`config.mk`:
```
export PLATFORM = sky130hd
export DESIGN_NAME = bar_beat_tick_position_counter_flat
export DESIGN_NICKNAME = d
export VERILOG_FILES = /design/src/hdl/bbt_pkg.sv /design/src/hdl/bbt_if.sv /design/src/hdl/bbt_regs.sv /design/src/hdl/bbt_alu.sv /design/src/hdl/bar_beat_tick_position_counter.sv /design/src/flat_wrapper.sv
export SDC_FILE = /design/constraint.sdc
export NUM_CORES = 2
export LEC_CHECK = 0
export BUFFER_PORTS_ARGS = -buffer_cell sky130_fd_sc_hd__buf_2
export CORE_UTILIZATION = 35
export DETAILED_ROUTE_END_ITERATION = 10
export SLEW_MARGIN = 15
export SYNTH_ARGS = -nofsm -noshare
export SYNTH_HDL_FRONTEND = slang
export SYNTH_SLANG_ARGS = --single-unit
```
`constraint.sdc`:
```
create_clock -name clk -period 10.6 [get_ports clk]
set_clock_uncertainty 0.1 [all_clocks]
set_input_delay 2.12 -clock clk [delete_from_list [all_inputs] [get_ports clk]]
set_output_delay 2.12 -clock clk [all_outputs]
set_load 0.1 [all_outputs]
```
`src/hdl/bbt_pkg.sv`:
```
`timescale 1ns / 1ps
package bbt_pkg;

  localparam int FRAME_W   = 32;
  localparam int PERIOD_W  = 14;
  localparam int BPB_W     = 6;
  localparam int TPB_W     = 16;
  localparam int TEMPO_W   = 18;
  localparam int RATE_W    = 18;
  localparam int BAR_OUT_W = 16;
  localparam int TICK_W    = 16;
  localparam int BSTART_W  = 32;

  // sample rate * 60 fits in this many bits
  localparam int RATE60_W    = 24;
  localparam int SEC_PER_MIN = 60;

  // widest multiplier operand: bar length in beats times ticks per beat
  localparam int MUL_BITS = BPB_W + TPB_W;

  localparam int CFG_IDX_W  = 2;
  localparam int CFG_DATA_W = 18;

  localparam logic [CFG_IDX_W-1:0] REG_BPB   = 2'd0;
  localparam logic [CFG_IDX_W-1:0] REG_TPB   = 2'd1;
  localparam logic [CFG_IDX_W-1:0] REG_TEMPO = 2'd2;
  localparam logic [CFG_IDX_W-1:0] REG_RATE  = 2'd3;

  localparam logic [BPB_W-1:0]   BPB_RESET   = 6'd4;
  localparam logic [TPB_W-1:0]   TPB_RESET   = 16'd1920;
  localparam logic [TEMPO_W-1:0] TEMPO_RESET = 18'd30720;
  localparam logic [RATE_W-1:0]  RATE_RESET  = 18'd48000;

  localparam int TEMPO_FRAC_BITS_DEF = 8;
  localparam int BAR_WIDTH_DEF       = 16;

  localparam logic OP_MUL = 1'b0;
  localparam logic OP_DIV = 1'b1;

  localparam logic CMD_ADVANCE  = 1'b0;
  localparam logic CMD_RELOCATE = 1'b1;

  // effective config, zero bpb, tpb and rate already forced to one; tempo passed as written
  typedef struct packed {
    logic [BPB_W-1:0]   bpb;
    logic [TPB_W-1:0]   tpb;
    logic [TEMPO_W-1:0] tempo;
    logic [RATE_W-1:0]  rate;
  } cfg_t;

endpackage

```
`src/hdl/bbt_if.sv`:
```
`timescale 1ns / 1ps
interface bbt_item_if;
  logic                         valid;
  logic                         ready;
  logic                         command;
  logic [bbt_pkg::FRAME_W-1:0]  frame_position;
  logic [bbt_pkg::PERIOD_W-1:0] period_frames;
  modport source(output valid, command, frame_position, period_frames, input ready);
  modport sink(input valid, command, frame_position, period_frames, output ready);
endinterface

interface bbt_result_if;
  logic                          valid;
  logic                          ready;
  logic [bbt_pkg::BAR_OUT_W-1:0] bar_number;
  logic [bbt_pkg::BPB_W-1:0]     beat_in_bar;
  logic [bbt_pkg::TICK_W-1:0]    tick_in_beat;
  logic [bbt_pkg::BSTART_W-1:0]  bar_first_tick;
  modport source(output valid, bar_number, beat_in_bar, tick_in_beat, bar_first_tick,
                 input ready);
  modport sink(input valid, bar_number, beat_in_bar, tick_in_beat, bar_first_tick,
               output ready);
endinterface

interface bbt_cfg_if;
  logic                           valid;
  logic                           ready;
  logic [bbt_pkg::CFG_IDX_W-1:0]  index;
  logic [bbt_pkg::CFG_DATA_W-1:0] data;
  modport source(output valid, index, data, input ready);
  modport sink(input valid, index, data, output ready);
endinterface

```
`src/hdl/bbt_regs.sv`:
```
`timescale 1ns / 1ps
module bbt_regs (
  input  logic           clk,
  input  logic           rst,
  bbt_cfg_if.sink        cfg,
  output bbt_pkg::cfg_t  cfg_q
);

  logic [bbt_pkg::BPB_W-1:0]   bpb;
  logic [bbt_pkg::TPB_W-1:0]   tpb;
  logic [bbt_pkg::TEMPO_W-1:0] tempo;
  logic [bbt_pkg::RATE_W-1:0]  rate;

  assign cfg.ready = 1'b1;

  always_ff @(posedge clk) begin
    if (rst) begin
      bpb   <= bbt_pkg::BPB_RESET;
      tpb   <= bbt_pkg::TPB_RESET;
      tempo <= bbt_pkg::TEMPO_RESET;
      rate  <= bbt_pkg::RATE_RESET;
    end else if (cfg.valid && cfg.ready) begin
      case (cfg.index)
        bbt_pkg::REG_BPB:   bpb   <= cfg.data[bbt_pkg::BPB_W-1:0];
        bbt_pkg::REG_TPB:   tpb   <= cfg.data[bbt_pkg::TPB_W-1:0];
        bbt_pkg::REG_TEMPO: tempo <= cfg.data[bbt_pkg::TEMPO_W-1:0];
        bbt_pkg::REG_RATE:  rate  <= cfg.data[bbt_pkg::RATE_W-1:0];
        default: ;
      endcase
    end
  end

  always_comb begin
    cfg_q.bpb   = (bpb == '0) ? bbt_pkg::BPB_W'(1) : bpb;
    cfg_q.tpb   = (tpb == '0) ? bbt_pkg::TPB_W'(1) : tpb;
    cfg_q.tempo = tempo;
    cfg_q.rate  = (rate == '0) ? bbt_pkg::RATE_W'(1) : rate;
  end

endmodule

```
`src/hdl/bbt_alu.sv`:
```
`timescale 1ns / 1ps
module bbt_alu #(
  parameter int W = 50
) (
  input  logic         clk,
  input  logic         rst,
  input  logic         start,
  input  logic         op,
  input  logic [W-1:0] a,
  input  logic [W-1:0] b,
  output logic         done,
  output logic [W-1:0] q,
  output logic [W-1:0] r
);

  localparam int MB = bbt_pkg::MUL_BITS;
  localparam int CW = $clog2(W + 1);

  logic          busy;
  logic [CW-1:0] cnt;
  logic          op_r;
  logic [W-1:0]  acc;    // product, or dividend shifting out / quotient shifting in
  logic [W-1:0]  rem;
  logic [W-1:0]  opnd;   // multiplicand or divisor
  logic [MB-1:0] mplr;

  logic [W:0]    trial;
  logic [W+1:0]  lhs;
  logic [W+1:0]  rhs;
  logic [W+1:0]  sum;
  logic          cin;

  // single adder: shift-add for multiply, trial subtract for divide
  always_comb begin
    trial = {rem, acc[W-1]};
    if (op_r == bbt_pkg::OP_DIV) begin
      lhs = {1'b0, trial};
      rhs = ~{2'b00, opnd};
      cin = 1'b1;
    end else begin
      lhs = {2'b00, acc[W-2:0], 1'b0};
      rhs = {2'b00, (mplr[MB-1] ? opnd : {W{1'b0}})};
      cin = 1'b0;
    end
    sum = lhs + rhs + {{(W+1){1'b0}}, cin};
  end

  always_ff @(posedge clk) begin
    if (rst) begin
      busy <= 1'b0;
      done <= 1'b0;
      cnt  <= '0;
    end else begin
      done <= busy && (cnt == CW'(1));
      if (start) begin
        busy <= 1'b1;
        cnt  <= (op == bbt_pkg::OP_DIV) ? CW'(W) : CW'(MB);
      end else if (busy) begin
        cnt <= cnt - CW'(1);
        if (cnt == CW'(1)) begin
          busy <= 1'b0;
        end
      end
    end
  end

  always_ff @(posedge clk) begin
    if (start) begin
      op_r <= op;
      if (op == bbt_pkg::OP_DIV) begin
        acc  <= a;
        rem  <= '0;
        opnd <= b;
      end else begin
        acc  <= '0;
        opnd <= a;
        mplr <= b[MB-1:0];
      end
    end else if (busy) begin
      if (op_r == bbt_pkg::OP_DIV) begin
        if (!sum[W+1]) begin
          rem <= sum[W-1:0];
          acc <= {acc[W-2:0], 1'b1};
        end else begin
          rem <= trial[W-1:0];
          acc <= {acc[W-2:0], 1'b0};
        end
      end else begin
        acc  <= sum[W-1:0];
        mplr <= {mplr[MB-2:0], 1'b0};
      end
    end
  end

  assign q = acc;
  assign r = rem;

  a_no_restart: assert property (@(posedge clk) disable iff (rst) start |-> !busy)
    else $error("unit restarted while busy");
  a_keeps_busy: assert property (@(posedge clk) disable iff (rst)
    busy && (cnt != CW'(1)) && !start |=> busy)
    else $error("unit stopped before its last step");
  a_rem_range: assert property (@(posedge clk) disable iff (rst)
    done && (op_r == bbt_pkg::OP_DIV) |-> rem < opnd)
    else $error("remainder not below divisor");

endmodule

```
`src/hdl/bar_beat_tick_position_counter.sv`:
```
`timescale 1ns / 1ps
// Flow: an accepted word runs through a sequence of steps on the shared unit to one result
//   word; an advance that carries no beat skips the beat and bar steps.
// Throughput: one word at a time, set by the bit-serial shared multiply/divide unit (one
//   bit per cycle, NW-bit divides); a stalled result word also holds off the next word.
// Reset (rst, synchronous): position to bar 1, beat 1, tick 0, bar start 0;
//   config registers to 4 beats, 1920 ticks, 120.0 bpm, 48000 frames/s.
module bar_beat_tick_position_counter #(
  parameter int TEMPO_FRAC_BITS = bbt_pkg::TEMPO_FRAC_BITS_DEF,
  parameter int BAR_WIDTH       = bbt_pkg::BAR_WIDTH_DEF
) (
  input  logic          clk,
  input  logic          rst,
  bbt_cfg_if.sink       cfg,
  bbt_item_if.sink      item,
  bbt_result_if.source  result
);

  localparam int DIV_W  = bbt_pkg::RATE60_W + TEMPO_FRAC_BITS;
  localparam int PROD_W = bbt_pkg::FRAME_W + bbt_pkg::TEMPO_W;
  localparam int NW     = (DIV_W + bbt_pkg::TPB_W > PROD_W) ? DIV_W + bbt_pkg::TPB_W
                                                            : PROD_W;
  localparam int BPB_W  = bbt_pkg::BPB_W;

  localparam logic [3:0] S_IDLE   = 4'd0;
  localparam logic [3:0] S_BT     = 4'd1;
  localparam logic [3:0] S_R_MULX = 4'd2;
  localparam logic [3:0] S_R_DIVX = 4'd3;
  localparam logic [3:0] S_R_DIVB = 4'd4;
  localparam logic [3:0] S_R_MULR = 4'd5;
  localparam logic [3:0] S_R_DIVR = 4'd6;
  localparam logic [3:0] S_R_MULS = 4'd7;
  localparam logic [3:0] S_A_MULP = 4'd8;
  localparam logic [3:0] S_A_MULT = 4'd9;
  localparam logic [3:0] S_A_DIVI = 4'd10;
  localparam logic [3:0] S_A_DIVC = 4'd11;
  localparam logic [3:0] S_A_DIVP = 4'd12;
  localparam logic [3:0] S_A_MULW = 4'd13;
  localparam logic [3:0] S_DONE   = 4'd14;

  bbt_pkg::cfg_t cfgv;

  bbt_regs u_regs (
    .clk   (clk),
    .rst   (rst),
    .cfg   (cfg),
    .cfg_q (cfgv)
  );

  logic [3:0] state;
  logic       kick;
  logic       kick_next;
  logic       res_valid;

  logic [BAR_WIDTH-1:0]         bar_reg;
  logic [BPB_W-1:0]             beat_reg;
  logic [bbt_pkg::TICK_W-1:0]   tick_reg;
  logic [bbt_pkg::BSTART_W-1:0] bar_start_reg;

  logic                          cmd;
  logic [bbt_pkg::FRAME_W-1:0]   frame;
  logic [bbt_pkg::PERIOD_W-1:0]  period;
  logic [NW-1:0]                 d_reg;
  logic [bbt_pkg::MUL_BITS-1:0]  bt;
  logic [NW-1:0]                 w0;
  logic [NW-1:0]                 w1;
  logic                          wrap0;

  logic [bbt_pkg::BAR_OUT_W-1:0] out_bar;
  logic [BPB_W-1:0]              out_beat;
  logic [bbt_pkg::TICK_W-1:0]    out_tick;
  logic [bbt_pkg::BSTART_W-1:0]  out_bstart;

  logic          alu_op;
  logic [NW-1:0] alu_a;
  logic [NW-1:0] alu_b;
  logic          alu_done;
  logic [NW-1:0] alu_q;
  logic [NW-1:0] alu_r;

  logic            accept;
  logic            load_out;
  logic [BPB_W:0]  beat_inc;
  logic            wrap_now;
  logic [BPB_W-1:0] beat_base;
  logic [31:0]     bar_wide;

  assign accept   = item.valid && item.ready;
  assign load_out = (state == S_DONE) && (!res_valid || result.ready);
  assign beat_inc = {1'b0, beat_reg} + (BPB_W+1)'(1);
  assign wrap_now = beat_inc > {1'b0, cfgv.bpb};
  assign beat_base = wrap_now ? {BPB_W{1'b0}} : beat_reg;
  assign bar_wide = 32'(bar_reg);

  always_comb begin
    alu_op = bbt_pkg::OP_MUL;
    alu_a  = '0;
    alu_b  = '0;
    case (state)
      S_BT: begin
        alu_a = NW'(cfgv.bpb);
        alu_b = NW'(cfgv.tpb);
      end
      S_R_MULX: begin
        alu_a = NW'(frame);
        alu_b = NW'(cfgv.tempo);
      end
      S_R_DIVX, S_A_DIVI: begin
        alu_op = bbt_pkg::OP_DIV;
        alu_a  = w0;
        alu_b  = d_reg;
      end
      S_R_DIVB, S_A_DIVP: begin
        alu_op = bbt_pkg::OP_DIV;
        alu_a  = w0;
        alu_b  = NW'(cfgv.bpb);
      end
      S_R_MULR: begin
        alu_a = w1;
        alu_b = NW'(cfgv.tpb);
      end
      S_R_DIVR: begin
        alu_op = bbt_pkg::OP_DIV;
        alu_a  = w1;
        alu_b  = d_reg;
      end
      S_R_MULS, S_A_MULW: begin
        alu_a = w0;
        alu_b = NW'(bt);
      end
      S_A_MULP: begin
        alu_a = NW'(period);
        alu_b = NW'(cfgv.tpb);
      end
      S_A_MULT: begin
        alu_a = w0;
        alu_b = NW'(cfgv.tempo);
      end
      S_A_DIVC: begin
        alu_op = bbt_pkg::OP_DIV;
        alu_a  = w0;
        alu_b  = NW'(cfgv.tpb);
      end
      default: ;
    endcase
  end

  // next step of the shared unit is kicked in the cycle after the previous one signals done
  always_comb begin
    case (state)
      S_IDLE: kick_next = accept;
      S_BT, S_R_MULX, S_R_DIVX, S_R_DIVB, S_R_MULR, S_R_DIVR,
      S_A_MULP, S_A_MULT, S_A_DIVI, S_A_DIVP: kick_next = alu_done;
      S_A_DIVC: kick_next = alu_done && (alu_q != '0);
      default: kick_next = 1'b0;
    endcase
  end

  bbt_alu #(
    .W (NW)
  ) u_alu (
    .clk   (clk),
    .rst   (rst),
    .start (kick),
    .op    (alu_op),
    .a     (alu_a),
    .b     (alu_b),
    .done  (alu_done),
    .q     (alu_q),
    .r     (alu_r)
  );

  // sequencer and position state
  always_ff @(posedge clk) begin
    if (rst) begin
      state         <= S_IDLE;
      kick          <= 1'b0;
      res_valid     <= 1'b0;
      bar_reg       <= BAR_WIDTH'(1);
      beat_reg      <= BPB_W'(1);
      tick_reg      <= '0;
      bar_start_reg <= '0;
    end else begin
      kick <= kick_next;
      if (load_out) begin
        res_valid <= 1'b1;
      end else if (result.valid && result.ready) begin
        res_valid <= 1'b0;
      end
      case (state)
        S_IDLE: begin
          if (accept) begin
            state <= S_BT;
          end
        end
        S_BT: begin
          if (alu_done) begin
            state <= (cmd == bbt_pkg::CMD_RELOCATE) ? S_R_MULX : S_A_MULP;
          end
        end
        S_R_MULX: begin
          if (alu_done) begin
            state <= S_R_DIVX;
          end
        end
        S_R_DIVX: begin
          if (alu_done) begin
            state <= S_R_DIVB;
          end
        end
        S_R_DIVB: begin
          if (alu_done) begin
            beat_reg <= alu_r[BPB_W-1:0] + BPB_W'(1);
            bar_reg  <= alu_q[BAR_WIDTH-1:0] + BAR_WIDTH'(1);
            state    <= S_R_MULR;
          end
        end
        S_R_MULR: begin
          if (alu_done) begin
            state <= S_R_DIVR;
          end
        end
        S_R_DIVR: begin
          if (alu_done) begin
            tick_reg <= alu_q[bbt_pkg::TICK_W-1:0];
            state    <= S_R_MULS;
          end
        end
        S_R_MULS: begin
          if (alu_done) begin
            bar_start_reg <= alu_q[bbt_pkg::BSTART_W-1:0];
            state         <= S_DONE;
          end
        end
        S_A_MULP: begin
          if (alu_done) begin
            state <= S_A_MULT;
          end
        end
        S_A_MULT: begin
          if (alu_done) begin
            state <= S_A_DIVI;
          end
        end
        S_A_DIVI: begin
          if (alu_done) begin
            state <= S_A_DIVC;
          end
        end
        S_A_DIVC: begin
          if (alu_done) begin
            tick_reg <= alu_r[bbt_pkg::TICK_W-1:0];
            if (alu_q == '0) begin
              state <= S_DONE;
            end else begin
              state <= S_A_DIVP;
            end
          end
        end
        S_A_DIVP: begin
          if (alu_done) begin
            beat_reg <= alu_r[BPB_W-1:0] + BPB_W'(1);
            state    <= S_A_MULW;
          end
        end
        S_A_MULW: begin
          if (alu_done) begin
            bar_reg       <= bar_reg + w0[BAR_WIDTH-1:0];
            bar_start_reg <= bar_start_reg + alu_q[bbt_pkg::BSTART_W-1:0];
            state         <= S_DONE;
          end
        end
        S_DONE: begin
          if (load_out) begin
            state <= S_IDLE;
          end
        end
        default: state <= S_IDLE;
      endcase
    end
  end

  // operands and intermediate values
  always_ff @(posedge clk) begin
    if (accept) begin
      cmd    <= item.command;
      frame  <= item.frame_position;
      period <= item.period_frames;
      d_reg  <= (NW'(cfgv.rate) * NW'(bbt_pkg::SEC_PER_MIN)) << TEMPO_FRAC_BITS;
    end
    if (alu_done) begin
      case (state)
        S_BT:     bt <= alu_q[bbt_pkg::MUL_BITS-1:0];
        S_R_MULX: w0 <= alu_q;
        S_R_DIVX: begin
          w0 <= alu_q;
          w1 <= alu_r;
        end
        S_R_DIVB: w0 <= alu_q;
        S_R_MULR: w1 <= alu_q;
        S_A_MULP: w0 <= alu_q;
        S_A_MULT: w0 <= alu_q;
        S_A_DIVI: w0 <= alu_q + NW'(tick_reg);
        S_A_DIVC: begin
          // position past beat one, counting the first carry separately
          w0    <= NW'(beat_base) + alu_q - NW'(1);
          wrap0 <= wrap_now;
        end
        S_A_DIVP: w0 <= alu_q + NW'(wrap0);
        default: ;
      endcase
    end
    if (load_out) begin
      out_bar    <= bar_wide[bbt_pkg::BAR_OUT_W-1:0];
      out_beat   <= beat_reg;
      out_tick   <= tick_reg;
      out_bstart <= bar_start_reg;
    end
  end

  assign item.ready            = (state == S_IDLE);
  assign result.valid          = res_valid;
  assign result.bar_number     = out_bar;
  assign result.beat_in_bar    = out_beat;
  assign result.tick_in_beat   = out_tick;
  assign result.bar_first_tick = out_bstart;

  a_beat_nonzero: assert property (@(posedge clk) disable iff (rst)
    beat_reg != BPB_W'(0))
    else $error("beat dropped to zero");
  a_result_loaded: assert property (@(posedge clk) disable iff (rst)
    load_out |=> res_valid && (state == S_IDLE))
    else $error("finished word not presented");
  a_kick_after_done: assert property (@(posedge clk) disable iff (rst)
    kick |-> $past(accept) || $past(alu_done))
    else $error("unit started without a finished step");

endmodule
```
`src/flat_wrapper.sv`:
```
// flat-port wrapper written by rule: the top's interface ports become plain ports
module bar_beat_tick_position_counter_flat 
#(
  parameter int TEMPO_FRAC_BITS = bbt_pkg::TEMPO_FRAC_BITS_DEF,
  parameter int BAR_WIDTH       = bbt_pkg::BAR_WIDTH_DEF
)
  (clk, rst, cfg_valid, cfg_index, cfg_data, cfg_ready, item_valid, item_command, item_frame_position, item_period_frames, item_ready, result_valid, result_bar_number, result_beat_in_bar, result_tick_in_beat, result_bar_first_tick, result_ready);
  bbt_cfg_if cfg_i ();
  bbt_item_if item_i ();
  bbt_result_if result_i ();
  input  logic clk;
  input  logic rst;
  input wire logic [$bits(cfg_i.valid)-1:0] cfg_valid;
  input wire logic [$bits(cfg_i.index)-1:0] cfg_index;
  input wire logic [$bits(cfg_i.data)-1:0] cfg_data;
  output wire logic [$bits(cfg_i.ready)-1:0] cfg_ready;
  input wire logic [$bits(item_i.valid)-1:0] item_valid;
  input wire logic [$bits(item_i.command)-1:0] item_command;
  input wire logic [$bits(item_i.frame_position)-1:0] item_frame_position;
  input wire logic [$bits(item_i.period_frames)-1:0] item_period_frames;
  output wire logic [$bits(item_i.ready)-1:0] item_ready;
  output wire logic [$bits(result_i.valid)-1:0] result_valid;
  output wire logic [$bits(result_i.bar_number)-1:0] result_bar_number;
  output wire logic [$bits(result_i.beat_in_bar)-1:0] result_beat_in_bar;
  output wire logic [$bits(result_i.tick_in_beat)-1:0] result_tick_in_beat;
  output wire logic [$bits(result_i.bar_first_tick)-1:0] result_bar_first_tick;
  input wire logic [$bits(result_i.ready)-1:0] result_ready;
  assign cfg_i.valid = cfg_valid;
  assign cfg_i.index = cfg_index;
  assign cfg_i.data = cfg_data;
  assign cfg_ready = cfg_i.ready;
  assign item_i.valid = item_valid;
  assign item_i.command = item_command;
  assign item_i.frame_position = item_frame_position;
  assign item_i.period_frames = item_period_frames;
  assign item_ready = item_i.ready;
  assign result_valid = result_i.valid;
  assign result_bar_number = result_i.bar_number;
  assign result_beat_in_bar = result_i.beat_in_bar;
  assign result_tick_in_beat = result_i.tick_in_beat;
  assign result_bar_first_tick = result_i.bar_first_tick;
  assign result_i.ready = result_ready;
  bar_beat_tick_position_counter #(.TEMPO_FRAC_BITS(TEMPO_FRAC_BITS), .BAR_WIDTH(BAR_WIDTH)) u_core (.clk(clk), .rst(rst), .cfg(cfg_i), .item(item_i), .result(result_i));
endmodule
```
==> impl_metrics.env <==
export IMPL_outcome="finished clean"
export IMPL_routed_wirelength_microns=121000
export IMPL_cts_buffers_inserted=67
export IMPL_timing_slew_headroom_pct=21.6
export IMPL_crit_path_max_fanout=7
export IMPL_rsz0062_at_grt="no"
export IMPL_regToRegEndpoint="u_core.w0[44]$_DFFE_PP_"
export IMPL_slew_violations=0
export IMPL_synth_edff_count=435
export IMPL_crit_top_cell="sky130_fd_sc_hd__ha_1"
export IMPL_clock_sink_count=577
export IMPL_ctsHtreeMaxLevel=3
export IMPL_grt_first_pass_wirelength_microns=182000
export IMPL_min_path_cells=2
export IMPL_postLayoutSetupSlackWorst_ns=3.80
export IMPL_syn_area_sq_um=37000
export IMPL_fp_dieH_microns=327
export IMPL_initial_core_util_pct=35.5
export IMPL_setup_viol_count_final=0
export IMPL_reg2reg_setup_slack_ns=3.80
export IMPL_route_detailed_drc=0
export IMPL_layout_worst_path_cycle_share_pct=64.1
export IMPL_sequential_cell_area_sq_um=15900
export IMPL_leakage_nw=15.9
export IMPL_hold_path_class="flop to flop"
export IMPL_number_of_antenna_violations_at_the_first_check_in_global_routing=2
export IMPL_routed_wire_length_per_instance_microns=22.5
export IMPL_dp_cells=5264
export IMPL_place_port_buffers=143
export IMPL_pin_count_of_the_biggest_net_entering_global_routing=162
export IMPL_width_of_the_die_microns=327
export IMPL_powerDensity_nw_per_um2=186
export IMPL_ir_worst_vdd_mv=0.190
export IMPL_synth_distinct_cells=96
export IMPL_post_cts_hold_buffer_count=0
export IMPL_report_final_hold_viol_count=0
export IMPL_worst_hold_startpoint="u_core.u_regs.tempo[10]$_SDFFE_PP0P_"
export IMPL_cts_repair_resize_count=0
export IMPL_yosys_warnings=0
export IMPL_timing_hold_worst_endpoint="u_core.u_regs.tempo[10]$_SDFFE_PP0P_"
export IMPL_totalPowerFinal_w=0.00770
export IMPL_grt_overflow_total=0
export IMPL_crit_path_max_incr_delay_ns=0.67
export IMPL_timing_setup_critical_path_class="flop to flop"
export IMPL_worst_r2r_cell_count=24
export IMPL_fraction_of_layout_cells_with_a_size_suffix_above_1_pct=10.5
export IMPL_die_area_sq_um=107000
export IMPL_postRouteAntennaNets=0
export IMPL_num_vias=30800
export IMPL_multi_input_area_sq_um=19700
export IMPL_crit_path_top_delay_cell="sky130_fd_sc_hd__o311ai_1"
export IMPL_viasPerCell=5.72
export IMPL_num_nets_final=4328
export IMPL_grt_usage_pct=22.1
export IMPL_synth_nets=4269
export IMPL_area_of_the_core_sq_um=104000
export IMPL_postCtsSetupBuffers=0
export IMPL_num_io_pins=145
export IMPL_diodes=0
export IMPL_worst_endpoint_arrival_ns=7.03
export IMPL_timing_worst_slew_pin_value_ns=1.16
export IMPL_synth_seq_cells=577
export IMPL_filler_cell_count=10300
export IMPL_dp_hpwl_microns=87700
export IMPL_clockRootBuffer="sky130_fd_sc_hd__clkbuf_16"
export IMPL_synth_async_sr_flop_share_pct=0
export IMPL_layout_core_utilization_pct=39.7
export IMPL_postSynth_topFlopCell="sky130_fd_sc_hd__edfxtp_1"
export IMPL_tns_ns=0
export IMPL_achievable_frequency_ghz=0.147
export IMPL_rr_startpoint="u_core.beat_reg[0]$_SDFFE_PP1P_"
export IMPL_critical_path_startpoint_type="flop"
export IMPL_number_of_global_route_vias_before_repair=28800
export IMPL_worst_setup_ep_type="flop"
export IMPL_final_cells=5384
export IMPL_synth_yosys_seq_area_share_pct=43.0
export IMPL_layout_area_overhead_pct=11.9
export IMPL_detail_route_first_pass_iterations=10
export IMPL_avg_synthesized_cell_area_sq_um=9.49
export IMPL_maxCapViolCount=0
export IMPL_detailedRoute_firstIterationViolations=3159
export IMPL_tritoncts_clock_tree="built"
export IMPL_finalCriticalPeriod_ns=6.80
export IMPL_worst_ep_required_time_ns=10.83
export IMPL_clock_tree_buffer_depth=3
export IMPL_synth_cells=3894
export IMPL_post_place_ws_ns=4.04
export IMPL_clkSlewWorstSetupHoldPaths_ns=0.06
export IMPL_gp_congestion=0.963
export IMPL_num_rows=118
export IMPL_crit_path_cell_trace="ha_1 -> ha_1 -> nor2b_1 -> o21a_1 -> o21a_1 -> o21ai_0 -> nand2b_1 -> a21oi_1 -> a31oi_1 -> a31oi_1 -> nand2_1 -> ha_1 -> inv_1 -> ha_1 -> a211oi_1 -> o21a_1 -> nor3_2 -> o211ai_1 -> a2111oi_2 -> o311ai_1 -> o211ai_1 -> a21boi_0 -> xor2_1 -> o221ai_1"
export IMPL_clk_insertion_delay_late_ns=0.63
through the flow:
| step | hold WS [ns] | area [sq um] |
|---|---|---|
| final | 0.357 | 41300 |
| after global routing | 0.368 | 41300 |
| after CTS | 0.356 | 41300 |
| after detailed placement | 0.350 | 39100 |
| after global placement | 0.342 | 39100 |
| after floorplan | 0.323 | 37000 |
cell type report:
type | count | area share, %
Sequential cell | 577 | 38.5
Multi-Input combinational cell | 2948 | 47.8
Clock inverter | 40 | 0.920
Clock buffer | 80 | 4.40
Tap cell | 1380 | 4.18
Timing Repair Buffer | 201 | 2.82
Inverter | 158 | 1.44
cells in the final DEF, fill, tap and decap left out, types with 58 or more instances in the layout:
cell type	synthesis	routed
sky130_fd_sc_hd__buf_4	4	58
sky130_fd_sc_hd__a21oi_1	335	334
sky130_fd_sc_hd__xor2_1	59	59
sky130_fd_sc_hd__inv_1	157	155
sky130_fd_sc_hd__o21ai_0	253	251
sky130_fd_sc_hd__nand2_1	569	569
sky130_fd_sc_hd__edfxtp_1	435	435
sky130_fd_sc_hd__mux2i_1	61	61
sky130_fd_sc_hd__a21o_1	65	65
sky130_fd_sc_hd__dfxtp_1	142	141
sky130_fd_sc_hd__buf_2	7	142
sky130_fd_sc_hd__nor2_1	272	269
sky130_fd_sc_hd__xnor2_1	123	123
sky130_fd_sc_hd__nand3_1	83	81
sky130_fd_sc_hd__ha_1	266	266
sky130_fd_sc_hd__clkbuf_16	0	70
kinds of logic after synthesis:
kind of cell | share of synthesized area, %
simple gates | 15.1
compound gates | 19.4
flops | 43.0
buf+inv | 3.81
fa+ha+maj | 11.0
xor+xnor | 4.31
mux | 3.27
other cells | 0.0101
critical path: cells and delay by family, from the launching register on:
family	cells	cell delay (ns)
DFF	1	0.47
and+or+nand+nor	4	0.41
AOI/OAI and AO/OA	14	4.04
buffers and inverters	1	0.06
xor gates and xnor gates	1	0.18
adders and majority gates	4	1.26
Yosys cell counts, drive strengths merged, types with 14 or more instances:
| library cell | n | area share (%) |
|---|---|---|
| buf | 25 | 0.32 |
| o211ai | 36 | 0.73 |
| a21oi | 335 | 4.5 |
| edfxtp | 435 | 35 |
| nand3b | 22 | 0.45 |
| dfxtp | 142 | 7.7 |
| a21o | 65 | 1.3 |
| inv | 157 | 1.6 |
| mux2i | 61 | 1.7 |
| a22oi | 26 | 0.57 |
| clkbuf | 186 | 1.9 |
| nand2b | 27 | 0.46 |
| nand3 | 83 | 1.1 |
| a211oi | 43 | 0.87 |
| mux2 | 53 | 1.6 |
| o21a | 21 | 0.43 |
| a21boi | 14 | 0.29 |
| nand2 | 569 | 5.8 |
| ha | 266 | 9.0 |
| xnor2 | 123 | 2.9 |
| nor3 | 65 | 0.89 |
| fa | 37 | 2.0 |
| a311oi | 31 | 0.75 |
| nor3b | 14 | 0.28 |
| nor2b | 52 | 0.88 |
| o21bai | 38 | 0.77 |
| o22ai | 37 | 0.64 |
| nor4 | 22 | 0.39 |
| nand4 | 29 | 0.49 |
| a222oi | 42 | 1.1 |
| nor2 | 272 | 2.8 |
| xor2 | 59 | 1.4 |
| and2 | 24 | 0.41 |
| and3 | 32 | 0.54 |
| a31oi | 36 | 0.63 |
| o21ai | 258 | 3.5 |
metal layers:
metal | track usage (%) | routed length (microns)
met1 | 30.3 | 53000
met5 | 0 | 23
met2 | 36.6 | 56900
met3 | 2.67 | 8450
met4 | 6.07 | 2880
how the worst max path moves through the flow:
stage / from / to / slack (ns) / cells past startpoint
detailed placement: u_core.beat_reg[0]$_SDFFE_PP1P_ / u_core.w0[44]$_DFFE_PP_ / 4.04 / 24
finish: u_core.beat_reg[0]$_SDFFE_PP1P_ / u_core.w0[44]$_DFFE_PP_ / 3.80 / 24
CTS: u_core.beat_reg[0]$_SDFFE_PP1P_ / u_core.w0[44]$_DFFE_PP_ / 3.99 / 24
global route: u_core.beat_reg[0]$_SDFFE_PP1P_ / u_core.w0[44]$_DFFE_PP_ / 3.54 / 24
floorplan: u_core.state[0]$_SDFFE_PP0P_ / u_core.state[3]$_SDFFE_PP0P_ / 4.07 / 7
global placement: u_core.beat_reg[0]$_SDFFE_PP1P_ / u_core.w0[44]$_DFFE_PP_ / 4.11 / 24
report_power, final:
group	internal [W]	leakage [nW]	switching, W
Combinational	0.000919	9.63	0.00154
Sequential	0.00268	5.20	0.000205
Clock	0.00138	1.06	0.000984
Note: power is estimated with default switching activity, not from simulation.
